[src/rtl/glq_pkg.sv]
// Shared types and constants of the glyph quad layout engine.
// Depends on nothing; the RTL files that use it refer to it by scoped names.
package glq_pkg;

  // Glyph table geometry: one entry for every character code.
  localparam int unsigned CODE_W      = 8;
  localparam int unsigned GLYPH_COUNT = 2 ** CODE_W;

  // Input function codes.
  localparam logic [1:0] FUNC_WRITE  = 2'd0;
  localparam logic [1:0] FUNC_ORIGIN = 2'd1;
  localparam logic [1:0] FUNC_PLACE  = 2'd2;

  // Corner codes, in emission order.
  localparam logic [1:0] CORNER_UL = 2'd0;
  localparam logic [1:0] CORNER_UR = 2'd1;
  localparam logic [1:0] CORNER_LR = 2'd2;
  localparam logic [1:0] CORNER_LL = 2'd3;

  // Configuration registers.
  localparam int unsigned CFG_IDX_W  = 1;
  localparam logic [CFG_IDX_W-1:0] CFG_INV_ATLAS_WIDTH  = 1'b0;
  localparam logic [CFG_IDX_W-1:0] CFG_INV_ATLAS_HEIGHT = 1'b1;
  localparam int unsigned INV_W      = 25;
  localparam logic [INV_W-1:0] INV_RESET = 25'd65536;

  // Texture coordinate arithmetic: 17-bit coordinate times 1.24 reciprocal.
  localparam int unsigned COORD_W   = 17;
  localparam int unsigned PROD_W    = COORD_W + INV_W;
  localparam int unsigned TEX_SHIFT = 8;
  localparam int unsigned TEX_W     = 17;
  localparam logic [TEX_W-1:0] TEX_MAX = '1;

  // Queue between the front and the back.
  localparam int unsigned FIFO_DEPTH = 2;
  localparam int unsigned FIFO_PW    = $clog2(FIFO_DEPTH);

  // One glyph table entry.
  typedef struct packed {
    logic signed [15:0] advance;
    logic signed [15:0] off_y;
    logic signed [15:0] off_x;
    logic [15:0]        box_h;
    logic [15:0]        box_w;
    logic [15:0]        atlas_y;
    logic [15:0]        atlas_x;
  } glq_glyph_t;

  // One placed character, ready for corner generation.
  typedef struct packed {
    logic [31:0] left;
    logic [31:0] top;
    logic [31:0] pen_after;
    logic [15:0] atlas_x;
    logic [15:0] atlas_y;
    logic [15:0] box_w;
    logic [15:0] box_h;
  } glq_entry_t;

endpackage

[src/rtl/glq_if.sv]


interface glq_out_if;
  logic               valid;
  logic               ready;
  logic [1:0]         corner;
  logic signed [31:0] screen_x;
  logic signed [31:0] screen_y;
  logic [16:0]        tex_u;
  logic [16:0]        tex_v;
  logic signed [31:0] pen_after;
  logic               last_corner;

  modport source (
    output valid, corner, screen_x, screen_y, tex_u, tex_v, pen_after, last_corner,
    input  ready
  );
  modport sink (
    input  valid, corner, screen_x, screen_y, tex_u, tex_v, pen_after, last_corner,
    output ready
  );
endinterface

[src/rtl/glq_back.sv]
// Back of the layout engine: walks the four corners of each queued character.
// Depends on glq_pkg and glq_if.
module glq_back (
  input  logic                      clk_i,
  input  logic                      rst_ni,
  input  glq_pkg::glq_entry_t       head_i,
  input  logic                      head_valid_i,
  output logic                      pop_o,
  input  logic [glq_pkg::INV_W-1:0] inv_w_i,
  input  logic [glq_pkg::INV_W-1:0] inv_h_i,
  glq_out_if.source                 out_o
);

  logic                       load;
  logic                       right;
  logic                       lower;
  logic [1:0]                 cnt_q;
  logic                       out_valid_q;
  logic [1:0]                 corner_q;
  logic [31:0]                sx_q, sy_q, after_q;
  logic [glq_pkg::PROD_W-1:0] pu_q, pv_q;
  logic [glq_pkg::COORD_W-1:0] cu, cv;

  assign load  = head_valid_i && (!out_valid_q || out_o.ready);
  assign pop_o = load && (cnt_q == glq_pkg::CORNER_LL);

  assign right = (cnt_q == glq_pkg::CORNER_UR) || (cnt_q == glq_pkg::CORNER_LR);
  assign lower = (cnt_q == glq_pkg::CORNER_LR) || (cnt_q == glq_pkg::CORNER_LL);

  assign cu = glq_pkg::COORD_W'(head_i.atlas_x) +
              (right ? glq_pkg::COORD_W'(head_i.box_w) : '0);
  assign cv = glq_pkg::COORD_W'(head_i.atlas_y) +
              (lower ? glq_pkg::COORD_W'(head_i.box_h) : '0);

  always_ff @(posedge clk_i or negedge rst_ni) begin
    if (!rst_ni) begin
      cnt_q       <= glq_pkg::CORNER_UL;
      out_valid_q <= 1'b0;
    end else begin
      if (load) begin
        cnt_q       <= cnt_q + 1'b1;
        out_valid_q <= 1'b1;
      end else if (out_o.ready) begin
        out_valid_q <= 1'b0;
      end
    end
  end

  always_ff @(posedge clk_i) begin
    if (load) begin
      corner_q <= cnt_q;
      sx_q     <= head_i.left + (right ? {16'd0, head_i.box_w} : 32'd0);
      sy_q     <= head_i.top + (lower ? {16'd0, head_i.box_h} : 32'd0);
      after_q  <= head_i.pen_after;
      pu_q     <= glq_pkg::PROD_W'(cu) * glq_pkg::PROD_W'(inv_w_i);
      pv_q     <= glq_pkg::PROD_W'(cv) * glq_pkg::PROD_W'(inv_h_i);
    end
  end

  // Coordinates past the 1.16 range saturate.
  assign out_o.tex_u = (|pu_q[glq_pkg::PROD_W-1:glq_pkg::TEX_W+glq_pkg::TEX_SHIFT]) ?
                       glq_pkg::TEX_MAX :
                       pu_q[glq_pkg::TEX_W+glq_pkg::TEX_SHIFT-1:glq_pkg::TEX_SHIFT];
  assign out_o.tex_v = (|pv_q[glq_pkg::PROD_W-1:glq_pkg::TEX_W+glq_pkg::TEX_SHIFT]) ?
                       glq_pkg::TEX_MAX :
                       pv_q[glq_pkg::TEX_W+glq_pkg::TEX_SHIFT-1:glq_pkg::TEX_SHIFT];

  assign out_o.valid       = out_valid_q;
  assign out_o.corner      = corner_q;
  assign out_o.screen_x    = sx_q;
  assign out_o.screen_y    = sy_q;
  assign out_o.pen_after   = after_q;
  assign out_o.last_corner = (corner_q == glq_pkg::CORNER_LL);

endmodule

[src/flat_wrapper.sv]
// flat-port wrapper written by rule: the top's interface ports become plain ports
module glq_back_flat 
  (clk_i, rst_ni, head_i, head_valid_i, pop_o, inv_w_i, inv_h_i, out_o_valid, out_o_corner, out_o_screen_x, out_o_screen_y, out_o_tex_u, out_o_tex_v, out_o_pen_after, out_o_last_corner, out_o_ready);
  glq_out_if out_o_i ();
  input  logic clk_i;
  input  logic rst_ni;
  input  glq_pkg::glq_entry_t head_i;
  input  logic head_valid_i;
  output logic pop_o;
  input  logic [glq_pkg::INV_W-1:0] inv_w_i;
  input  logic [glq_pkg::INV_W-1:0] inv_h_i;
  output wire logic [$bits(out_o_i.valid)-1:0] out_o_valid;
  output wire logic [$bits(out_o_i.corner)-1:0] out_o_corner;
  output wire logic [$bits(out_o_i.screen_x)-1:0] out_o_screen_x;
  output wire logic [$bits(out_o_i.screen_y)-1:0] out_o_screen_y;
  output wire logic [$bits(out_o_i.tex_u)-1:0] out_o_tex_u;
  output wire logic [$bits(out_o_i.tex_v)-1:0] out_o_tex_v;
  output wire logic [$bits(out_o_i.pen_after)-1:0] out_o_pen_after;
  output wire logic [$bits(out_o_i.last_corner)-1:0] out_o_last_corner;
  input wire logic [$bits(out_o_i.ready)-1:0] out_o_ready;
  assign out_o_valid = out_o_i.valid;
  assign out_o_corner = out_o_i.corner;
  assign out_o_screen_x = out_o_i.screen_x;
  assign out_o_screen_y = out_o_i.screen_y;
  assign out_o_tex_u = out_o_i.tex_u;
  assign out_o_tex_v = out_o_i.tex_v;
  assign out_o_pen_after = out_o_i.pen_after;
  assign out_o_last_corner = out_o_i.last_corner;
  assign out_o_i.ready = out_o_ready;
  glq_back u_core (.clk_i(clk_i), .rst_ni(rst_ni), .head_i(head_i), .head_valid_i(head_valid_i), .pop_o(pop_o), .inv_w_i(inv_w_i), .inv_h_i(inv_h_i), .out_o(out_o_i));
endmodule
[config.mk]
export PLATFORM = sky130hd
export DESIGN_NAME = glq_back_flat
export DESIGN_NICKNAME = d
export VERILOG_FILES = /design/src/rtl/glq_pkg.sv /design/src/rtl/glq_if.sv /design/src/rtl/glq_back.sv /design/src/flat_wrapper.sv
export SDC_FILE = /design/constraint.sdc
export NUM_CORES = 2
export LEC_CHECK = 0
export BUFFER_PORTS_ARGS = -buffer_cell sky130_fd_sc_hd__buf_2
export CAP_MARGIN = 40
export CORE_MARGIN = 2
export CORE_UTILIZATION = 45
export CTS_CLUSTER_DIAMETER = 40
export DETAILED_ROUTE_END_ITERATION = 16
export PLACE_DENSITY = 0.66
export SLEW_MARGIN = 20
export SYNTH_ARGS = -nofsm -noshare
export SYNTH_HDL_FRONTEND = slang
export SYNTH_SLANG_ARGS = --single-unit
[constraint.sdc]
create_clock -name clk_i -period 27.6 [get_ports clk_i]
set_input_delay 5.52 -clock clk_i [delete_from_list [all_inputs] [get_ports clk_i]]
set_output_delay 5.52 -clock clk_i [all_outputs]
set_load 0.005 [all_outputs]
==> run metrics <==
status complete, no violations; final setup TNS 0 ns; nets@finish 5461; sequential share of the synthesized area 13.8%; Required @ worst endpoint 27.84 ns; clk root buf clkbuf_16; Antenna Nets Post-Route 0; post-layout min period 14.34 ns; Mapped Nets 5238; first-pass GRT wire length 163000 um; gr ovfl total 0; H-tree levels 4; Die ar. 83900 um2; Worst path slowest cell fa_1; synth top area cells fa_1, edfxtp_1, ha_1; Detail Placement HPWL 77800 um; Worst path most repeated cell fa_1; drt first pass iters 5; met1 usage 32.0%; post-CTS repair timing setup buffer count 0; vias per std cell 5.27; Max-cap violations 0; Main synth FF type edfxtp_1; row cnt 104; # IOs 349; clk_lat worst skew 0.50 ns; multi-input logic area 27800 um2; Vias 28200; TritonCTS clock tree built; Worst Setup Path Type input port to register; Reg area 5060 um2; Hold Vio Cnt, Final 0; Fin Clk Skew 0.0169 ns; number of I/O port buffers 348; Core Box Area 80700 um2; routed len/inst 18.8 um; Period Utilization, post-route 52.0%; crit end category register; top cell type's share of synthesized area 37.3%; FILL cells 7628; Min-Delay Path Class register to register; Syn Area/Cell 9.04 um2; total CTS buffers 17; pin slew with the least headroom to its limit 0.739 ns; #FFs+latches synth 169; starting density of the core 45.5%; Iter 0 DRT Violations 1785; Die Wd 290 um; unrepaired setup endpoints after global routing no; GR peak layer met2; die height 290 um; Slew Viols, Final 0; setup violators final 0; relative slew slack 50.7%; Cells after Synth 4062; drt total wl 101000 um; met2 demand-to-capacity share in global routing 43.9%; met3 Use GR 3.49%; Post-synth EDFFs 166; initial antenna violation count 8; Synth Warn # 0; Area Growth Syn to Fin 10.1%; GPL Wtd Cong 0.908; CP Max Fanout 25; maximum clock frequency 69.7 MHz; largest net degree at the start of global routing 63; Synth area leader fa_1; fraction of layout cells with a size suffix above 1 11.7%; Post-route DRC 0; number of global-route vias before repair 30000; CTS sink cnt 169; CTS Buffer Depth 2; Arrival @ worst endpoint 14.57 ns; post-cts repair resize count 0; count of cell types in the netlist 93; hold buffer count at CTS 0; Max stage delay on crit path 0.53 ns; Async SR Flop Fraction 1.78%; synthesized area 36700 um2; CP startpoint kind input port; Total GRT Usage 25.1%; Clock Pin Slew Worst Setup and Hold Paths 0.08 ns
==> synthesized netlist by cell type, drive strengths merged (18+ instances only) <==
cell and count:
a21o 54, a21oi 111, a31oi 18, and2 260, and3 25, buf 48, clkbuf 137, edfxtp 166
fa 684, ha 278, inv 904, nand2 695, nand2b 50, nand3 37, nand4 20, nor2 91
nor2b 23, nor3 22, o21ai 62, xnor2 114, xor2 57
==> through the flow <==
stage	setup slack [ns]	instances	hold WS, ns	instance area, um2	utilization, %
finish	13.26	5360	0.519	40500	50.2
global route	12.75	5359	0.539	40500	50.1
CTS	13.39	5354	0.516	40400	50.0
detailed placement	12.90	5322	0.512	39700	49.2
global placement	13.15	5317	0.503	39600	49.1
floorplan	14.32	4062	0.476	36700	-
==> final cells by class <==
cell class | count | area share, %
Inverter | 904 | 8.40
Clock buffer | 17 | 1.05
Multi-Input combinational cell | 2804 | 68.8
Tap cell | 1060 | 3.28
Antenna cell | 2 | 0.0124
Clock inverter | 15 | 0.526
Sequential cell | 169 | 12.5
Timing Repair Buffer | 389 | 5.46
==> placed cells by master, fill, tap and decap left out, types with 10 or more instances in the layout <==
cell,n
nor2b_1,22
xor2_1,51
a21oi_1,111
nor2_1,89
xnor2_1,96
o21a_1,17
nand4_1,19
clkbuf_16,17
buf_4,32
ha_1,278
nand2_2,20
a21o_1,54
inv_1,903
a31oi_1,18
o21bai_1,12
o21ai_1,12
nand2b_1,50
buf_2,348
nor3_1,21
and2_1,260
edfxtp_1,166
nand3_1,37
nor4_1,10
and3_1,25
o21ai_0,49
nand2_1,675
fa_1,684
==> cells by family (layout without fill, tap and decap cells) <==
kind of cell    Yosys count  count (layout)  synth area share [%]
buf+inv                1089            1325                  11.3
simple gates           1273            1273                  16.5
fa+ha+maj               969             969                  46.9
other cells               0               2                     0
flops                   169             169                  13.8
xor+xnor                171             171                  4.14
compound gates          391             391                  7.38
==> final timing paths <==
path / slack, ns / end / cells after the start / start
max in group asynchronous: 22.68 / u_core.cnt_q[1] / 1 / rst_ni
hold / removal: 0.52 / u_core.out_o.corner[1] / 0 / u_core.cnt_q[1]
hold reg to reg: 0.52 / u_core.out_o.corner[1] / 0 / u_core.cnt_q[1]
min in group asynchronous: 4.81 / u_core.cnt_q[0] / 1 / rst_ni
setup reg to reg: 16.78 / u_core.pv_q[38] / 36 / u_core.cnt_q[0]
setup / recovery: 13.26 / u_core.pv_q[38] / 34 / head_i[0]
==> critical path: cells and delay by family <==
kind            cells  cell delay [ns]
fa+ha+maj           8             3.64
xor+xnor            2             0.25
simple gates        4             1.16
compound gates     13             3.19
buf+inv             7             0.77
==> metal layers <==
metal	part of all wire, %	vias to the layer above
met5	0.082	-
met2	49	991
li1	-	12800
met3	6.6	162
met1	41	14200
met4	2.9	14
==> flip-flops by register name, indices dropped and copies added, names as in the netlist <==
register	cells
u_core.pu_q	34
u_core.pv_q	34
u_core.out_o.pen_after	32
u_core.out_o.screen_x	32
u_core.out_o.screen_y	32
u_core.cnt_q	2
u_core.out_o.corner	2
u_core.out_o.valid	1
Power is left out: the tool's default activity adds up to more than one toggle a clock period on the data nets, which glitch-free logic cannot reach.
