`src/rtl/glq_pkg.sv`:
```
// Shared types and constants of the glyph quad layout engine.
// Depends on nothing; the RTL files that use it refer to it by scoped names.
package glq_pkg;

  // Glyph table geometry: one entry for every character code.
  localparam int unsigned CODE_W      = 8;
  localparam int unsigned GLYPH_COUNT = 2 ** CODE_W;

  // Input function codes.
  localparam logic [1:0] FUNC_WRITE  = 2'd0;
  localparam logic [1:0] FUNC_ORIGIN = 2'd1;
  localparam logic [1:0] FUNC_PLACE  = 2'd2;

  // Corner codes, in emission order.
  localparam logic [1:0] CORNER_UL = 2'd0;
  localparam logic [1:0] CORNER_UR = 2'd1;
  localparam logic [1:0] CORNER_LR = 2'd2;
  localparam logic [1:0] CORNER_LL = 2'd3;

  // Configuration registers.
  localparam int unsigned CFG_IDX_W  = 1;
  localparam logic [CFG_IDX_W-1:0] CFG_INV_ATLAS_WIDTH  = 1'b0;
  localparam logic [CFG_IDX_W-1:0] CFG_INV_ATLAS_HEIGHT = 1'b1;
  localparam int unsigned INV_W      = 25;
  localparam logic [INV_W-1:0] INV_RESET = 25'd65536;

  // Texture coordinate arithmetic: 17-bit coordinate times 1.24 reciprocal.
  localparam int unsigned COORD_W   = 17;
  localparam int unsigned PROD_W    = COORD_W + INV_W;
  localparam int unsigned TEX_SHIFT = 8;
  localparam int unsigned TEX_W     = 17;
  localparam logic [TEX_W-1:0] TEX_MAX = '1;

  // Queue between the front and the back.
  localparam int unsigned FIFO_DEPTH = 2;
  localparam int unsigned FIFO_PW    = $clog2(FIFO_DEPTH);

  // One glyph table entry.
  typedef struct packed {
    logic signed [15:0] advance;
    logic signed [15:0] off_y;
    logic signed [15:0] off_x;
    logic [15:0]        box_h;
    logic [15:0]        box_w;
    logic [15:0]        atlas_y;
    logic [15:0]        atlas_x;
  } glq_glyph_t;

  // One placed character, ready for corner generation.
  typedef struct packed {
    logic [31:0] left;
    logic [31:0] top;
    logic [31:0] pen_after;
    logic [15:0] atlas_x;
    logic [15:0] atlas_y;
    logic [15:0] box_w;
    logic [15:0] box_h;
  } glq_entry_t;

endpackage

```
`src/rtl/glq_fifo.sv`:
```
// Short queue of placed characters between the front and the back.
// Depends on glq_pkg.
module glq_fifo (
  input  logic                clk_i,
  input  logic                rst_ni,
  input  logic                push_i,
  input  glq_pkg::glq_entry_t push_data_i,
  output logic                full_o,
  input  logic                pop_i,
  output glq_pkg::glq_entry_t head_o,
  output logic                head_valid_o
);

  glq_pkg::glq_entry_t        mem_q [glq_pkg::FIFO_DEPTH];
  logic [glq_pkg::FIFO_PW-1:0] wr_ptr_q;
  logic [glq_pkg::FIFO_PW-1:0] rd_ptr_q;
  logic [glq_pkg::FIFO_PW:0]   count_q;

  assign full_o       = (count_q == (glq_pkg::FIFO_PW + 1)'(glq_pkg::FIFO_DEPTH));
  assign head_valid_o = (count_q != '0);
  assign head_o       = mem_q[rd_ptr_q];

  always_ff @(posedge clk_i) begin
    if (push_i) begin
      mem_q[wr_ptr_q] <= push_data_i;
    end
  end

  always_ff @(posedge clk_i or negedge rst_ni) begin
    if (!rst_ni) begin
      wr_ptr_q <= '0;
      rd_ptr_q <= '0;
      count_q  <= '0;
    end else begin
      if (push_i) begin
        wr_ptr_q <= wr_ptr_q + 1'b1;
      end
      if (pop_i) begin
        rd_ptr_q <= rd_ptr_q + 1'b1;
      end
      if (push_i && !pop_i) begin
        count_q <= count_q + 1'b1;
      end else if (pop_i && !push_i) begin
        count_q <= count_q - 1'b1;
      end
    end
  end

endmodule

```
`config.mk`:
```
export PLATFORM = sky130hd
export DESIGN_NAME = glq_fifo
export DESIGN_NICKNAME = d
export VERILOG_FILES = /design/src/rtl/glq_pkg.sv /design/src/rtl/glq_fifo.sv
export SDC_FILE = /design/constraint.sdc
export NUM_CORES = 1
export LEC_CHECK = 0
export CAP_MARGIN = 20
export CORE_ASPECT_RATIO = 0.8
export CORE_UTILIZATION = 46
export CTS_BUF_LIST = sky130_fd_sc_hd__clkbuf_16
export DETAILED_ROUTE_END_ITERATION = 7
export DONT_BUFFER_PORTS = 1
export HOLD_SLACK_MARGIN = 0.05
export PLACE_DENSITY = 0.63
export SLEW_MARGIN = 20
export SYNTH_ARGS = -nofsm -noshare
export SYNTH_HDL_FRONTEND = slang
export SYNTH_SLANG_ARGS = --single-unit
```
`constraint.sdc`:
```
create_clock -name clk_i -period 16.42 [get_ports clk_i]
set_clock_uncertainty 0.1 [all_clocks]
set_input_delay 4.105 -clock clk_i [delete_from_list [all_inputs] [get_ports clk_i]]
set_output_delay 4.105 -clock clk_i [all_outputs]
set_load 0.05 [all_outputs]
```
==> results of run 1 <==
sequential cells by signal, summed over array words and instances (netlist names):
register  cells
wr_ptr_q      1
count_q       2
rd_ptr_q      1
mem_q       320
through the flow:
| stage | hold WS, ps | total power, mW | utilization, % | area [sq um] |
|---|---|---|---|---|
| CTS | 413 | 3.05 | 52.8 | 13500 |
| detailed placement | 400 | 2.32 | 48.6 | 12400 |
| finish | 412 | 3.01 | 52.8 | 13500 |
| global route | 439 | 3.12 | 52.8 | 13500 |
| global placement | 373 | 2.30 | 48.6 | 12400 |
| floorplan | 347 | 2.25 | - | 12100 |
synth_stat cells:
cell type	instances	area share (%)
and2_1	1	0.052
buf_2	7	0.29
buf_6	11	1.0
dfrtp_1	4	0.83
edfxtp_1	320	79
ha_1	1	0.10
inv_1	1	0.031
mux2_2	70	6.5
mux2_4	90	11
nor2_1	1	0.031
nor2b_1	2	0.10
or2_2	1	0.052
xnor2_1	1	0.072
xor2_1	4	0.29
worst register-to-register path, delay by kind of cell (launching register included):
| kind | cells | cell delay (ps) |
|---|---|---|
| buf+inv | 1 | 760 |
| flops | 1 | 420 |
| simple gates | 1 | 840 |
cells by family after synthesis:
family / Yosys count / synth area share, %
flip-flops: 324 / 80.3
multiplexers: 160 / 17.7
buffers and inverters: 19 / 1.34
XOR/XNOR: 5 / 0.362
AND/OR/NAND/NOR: 5 / 0.238
adder cells (fa/ha/maj): 1 / 0.103
path summary, 6_finish.rpt:
kind,to,slack (ps),depth (start not counted)
max,head_o[139],9240,2
min,count_q[1]$_DFFE_PN0P_,410,1
max reg2reg,mem_q[1][140]$_DFFE_PP_,13870,2
min reg2reg,count_q[1]$_DFFE_PN0P_,410,1
max in group asynchronous,rd_ptr_q$_DFFE_PN0P_,12980,0
min in group asynchronous,rd_ptr_q$_DFFE_PN0P_,3160,0
final cells by class:
class,count,share of cell area (%)
multi-input cells,171,16.5
clock buffers,31,5.74
repair buffers,4,0.343
clock inverters,26,2.19
well taps,351,3.25
inverters,1,0.0278
flip-flops and latches,324,71.9
layer usage:
metal  share of wire, %  track usage (%)  up-vias
li1                   -                -     2087
met3                 16             9.94       32
met4                2.3             4.13        0
met1                 33             15.1     2309
met2                 48             25.1      248
met5                  0                0        -
power breakdown:
part / internal, mW / switching [mW]
combinational: 0.276 / 0.845
clock: 0.439 / 0.290
sequential: 1.10 / 0.0639
cells in the final DEF, fill, tap and decap left out, types with 3 or more instances in the layout:
master	netlist	routed
clkinv_1	0	4
inv_1	1	3
mux2_4	90	90
clkinv_2	0	7
xor2_1	4	4
dfrtp_1	4	3
bufinv_16	0	6
clkbuf_16	0	31
edfxtp_1	320	320
clkinvlp_4	0	3
mux2_2	70	70
==> impl_metrics.toml, run 1 <==
[setup_path]
startpoint = "rd_ptr_q$_DFFE_PN0P_"
endpoint_kind = "primary output"
cp_top_family = "flip-flops"
start_kind = "flop"
critPathBufInv = 1
worstPathCellList = "buf_4 -> mux2_2"
slowest_stage = "dfrtp_4"
cpPeakStageDelay_ps = 920
required_ps = 12220
crit_fanout = 58
rr_startpoint = "wr_ptr_q$_DFFE_PN0P_"
path_class = "reg2out"
arrival_ps = 2980

[final_layout]
nNetsFinal = 698
n_antenna_cell = 0
multi_input_area_sq_um = 2230
area_growth_pct = 11.7
drive_above_1_share_pct = 39.3
instances_no_fill = 908
nFillCells = 1961
ff_latch_area_sq_um = 9710

[run_status]
status = "completed"

[global_route]
grt_start_max_net_pins = 161
grt_antenna_before_repair = 0
grt_pass1_vias = 5072
grt_pass1_wl_microns = 30300
grt_usage_pct = 15.0
grt-ovfl-total = 0

[power]
irDropWorstVdd_mv = 0.113
total_leakage_power_nw = 4.67
power_density_nw_per_um2 = 223

[sta]
finalHoldViolCount = 0
worstMarginPinSlew_ps = 1060
min_period_over_period_pct = 43.8
slew_violations = 0
fin_crit_ps = 7180
fin_setup_tns_ps = 0
rsz0062_at_grt = "false"
slew_headroom_pct = 29.4
clock.fmax_ghz = 0.139
fin_ws_ps = 9240
setup_violations = 0

[placement]
dpl.hpwl_microns = 13800
port_buffers = 0
dp_cells = 851
place_congestion = 0.740
pre_cts_ws_ps = 9740

[drt]
wirelength_microns = 21000
drt-vias-per-instance = 5.15
route.detailed.drc = 0
drtPass1Iterations = 4
first_iter_violations = 246
wl_per_cell_microns = 23.1
ant_nets = 0
vias = 4676

[die]
die_w_microns = 183
die_y_microns = 147
io-pin-count = 326
core_sq_um = 25600
die_area_sq_um = 27000
core.rowCount = 52
start_util_pct = 47.3

[clock_tree]
cts_tree = "yes"
cts_resized = 0
cts_sinks = 324
htree_levels = 1
cts_root_buf = "clkbuf_16"
clockBufferDepth = 3
holdBufCountCts = 0
cts_setup_buffers = 0
cts.clk_slew.worst_paths_ps = 60
clk_latency_ps = 530
numCtsBuffers = 31

[yosys]
synth_cells = 514
netlist_area_sq_um = 12100
synth_fp_nets = 679
yosysWarningCount = 0
synth.distinct_cells = 14
synth_seq_cells = 324
ys_seq_area_share_pct = 80.3
syn_area_per_cell_sq_um = 23.5

[job]
cap_viol_max_count = 0

[min_path]
min-delay-start = "count_q[1]$_DFFE_PN0P_"
hold_class = "reg2reg"
Power figures use the tool's default switching activity.
==> inputs of run 2 (changes only) <==
==> constraint.sdc (replaced) <==
create_clock -name clk_i -period 6.77 [get_ports clk_i]
set_clock_uncertainty 0.1 [all_clocks]
set_input_delay 1.6925 -clock clk_i [delete_from_list [all_inputs] [get_ports clk_i]]
set_output_delay 1.6925 -clock clk_i [all_outputs]
set_load 0.05 [all_outputs]
==> run 2 against run 1 <==
- final cell count increased by 0.11%
- clock power up 140%
- total power increased by 140%
- global-route usage decreased by 0.31 points
- wire length decreased by 1.1%
- flip-flop and latch count did not move
- final area increased by 0.13%
- setup slack worse by 6900 ps
- die area stayed put
- critical path type unchanged
- largest power group unchanged
- highest routed layer unchanged
==> impl_metrics.toml, run 2 (synthesis gave the netlist of run 1 again) <==
[setup_path]
crit_fanout = 49
start_kind = "flop"
reg2regPathDepth = 2
r2r_setup_slack_ps = 4480
rr_startpoint = "wr_ptr_q$_DFFE_PN0P_"
arrival_ps = 2660
rr_endpoint = "mem_q[1][3]$_DFFE_PP_"
cp_top_family = "flip-flops"
worstPathCellList = "buf_4 -> mux2_2"
required_ps = 4980
endpoint_kind = "primary output"
critPathBufInv = 1
slowest_stage = "dfrtp_4"
cpPeakStageDelay_ps = 820
path_class = "reg2out"

[clock_tree]
cts_root_buf = "clkbuf_16"
clockBufferDepth = 3
cts_tree = "yes"
cts.clk_slew.worst_paths_ps = 60
numCtsBuffers = 31
htree_levels = 1
cts_resized = 0
cts_sinks = 324
holdBufCountCts = 0
cts_setup_buffers = 0
clk_latency_ps = 530

[sta]
slew_violations = 0
clock.fmax_ghz = 0.224
worstMarginPinSlew_ps = 1070
fin_ws_ps = 2310
fin_crit_ps = 4460
rsz0062_at_grt = "false"
fin_setup_tns_ps = 0
setup_violations = 0
fin_hold_ws_ps = 409
slew_headroom_pct = 28.5
finalHoldViolCount = 0
min_period_over_period_pct = 65.8

[final_layout]
top_register = "mem_q"
instances_no_fill = 909
area_growth_pct = 11.8
design_area_sq_um = 13500
mostFrequentLayoutCell = "edfxtp_1"
mostFrequentLayoutCells = "edfxtp_1, mux2_4, mux2_2, clkbuf_16, clkinv_2"
n_antenna_cell = 0
drive_above_1_share_pct = 39.4
finish.utilization_pct = 52.9
nNetsFinal = 699
largest_register_ffs = 320
multi_input_area_sq_um = 2230
reg_top3 = "mem_q (320), count_q (2)"
nFillCells = 1935
ff_latch_area_sq_um = 9710

[power]
total_leakage_power_nw = 4.67
total_power_mw = 7.31
irDropWorstVdd_mv = 0.369
power_density_nw_per_um2 = 540

[placement]
dpl.hpwl_microns = 13800
place_congestion = 0.743
port_buffers = 0
place_area_sq_um = 12500
pre_cts_ws_ps = 2830
dp_cells = 852

[drt]
top_layer_used = "met4"
wl_met2_microns = 9910
vias = 4691
wirelength_microns = 20700
ant_nets = 0
route.detailed.drc = 0
first_iter_violations = 195
drtPass1Iterations = 4
drt-vias-per-instance = 5.16
met3_length_microns = 3090
wl_per_cell_microns = 22.8
wl_met1_microns = 7280

[min_path]
whs_path_depth = 1
hold_end = "count_q[1]$_DFFE_PN0P_"
hold_class = "reg2reg"
min-delay-start = "count_q[1]$_DFFE_PN0P_"

[die]
core.rowCount = 52
die_w_microns = 183
start_util_pct = 47.3
die_y_microns = 147
die_area_sq_um = 27000
io-pin-count = 326
core_sq_um = 25600

[global_route]
grt_antenna_before_repair = 0
grt-ovfl-total = 0
grt_usage_pct = 14.6
grt_pass1_wl_microns = 29700
grt_start_max_net_pins = 95
grt_pass1_vias = 5021

[run_status]
status = "completed"

[job]
cap_viol_max_count = 0
run 2: cell types whose count changed in the layout (fill, tap and decap cells not counted), sizes merged:
cell and delta:
buf +1, inv -2, clkinvlp -1, clkinv +3
run 2: how the worst max path moves through the flow:
stage	from	to	slack, ps	cells past startpoint
floorplan	push_i	mem_q[0][0]$_DFFE_PP_	370	1
finish	rd_ptr_q$_DFFE_PN0P_	head_o[14]	2310	2
global route	rd_ptr_q$_DFFE_PN0P_	head_o[12]	2180	2
detailed placement	rd_ptr_q$_DFFE_PN0P_	head_o[12]	2830	2
global placement	rd_ptr_q$_DFFE_PN0P_	head_o[15]	2890	2
CTS	rd_ptr_q$_DFFE_PN0P_	head_o[12]	2250	2
run 2: report_power, final:
group,internal (mW),switching (mW),leakage [nW]
logic,0.673,2.05,1.10
registers,2.67,0.146,3.05
clock network,1.07,0.705,0.525
total,4.41,2.90,4.67
run 2: final cells by class:
cell class	count	share of cell area, %
repair buffers	5	0.490
clock inverters	26	2.16
multi-input cells	171	16.5
well taps	351	3.25
inverters	1	0.0278
flip-flops and latches	324	71.8
clock buffers	31	5.74
run 2: metal layers:
layer	vias up	GRT usage, %
li1	2085	-
met1	2335	15.3
met2	241	24.6
met3	30	9.02
met4	0	3.96
met5	-	0
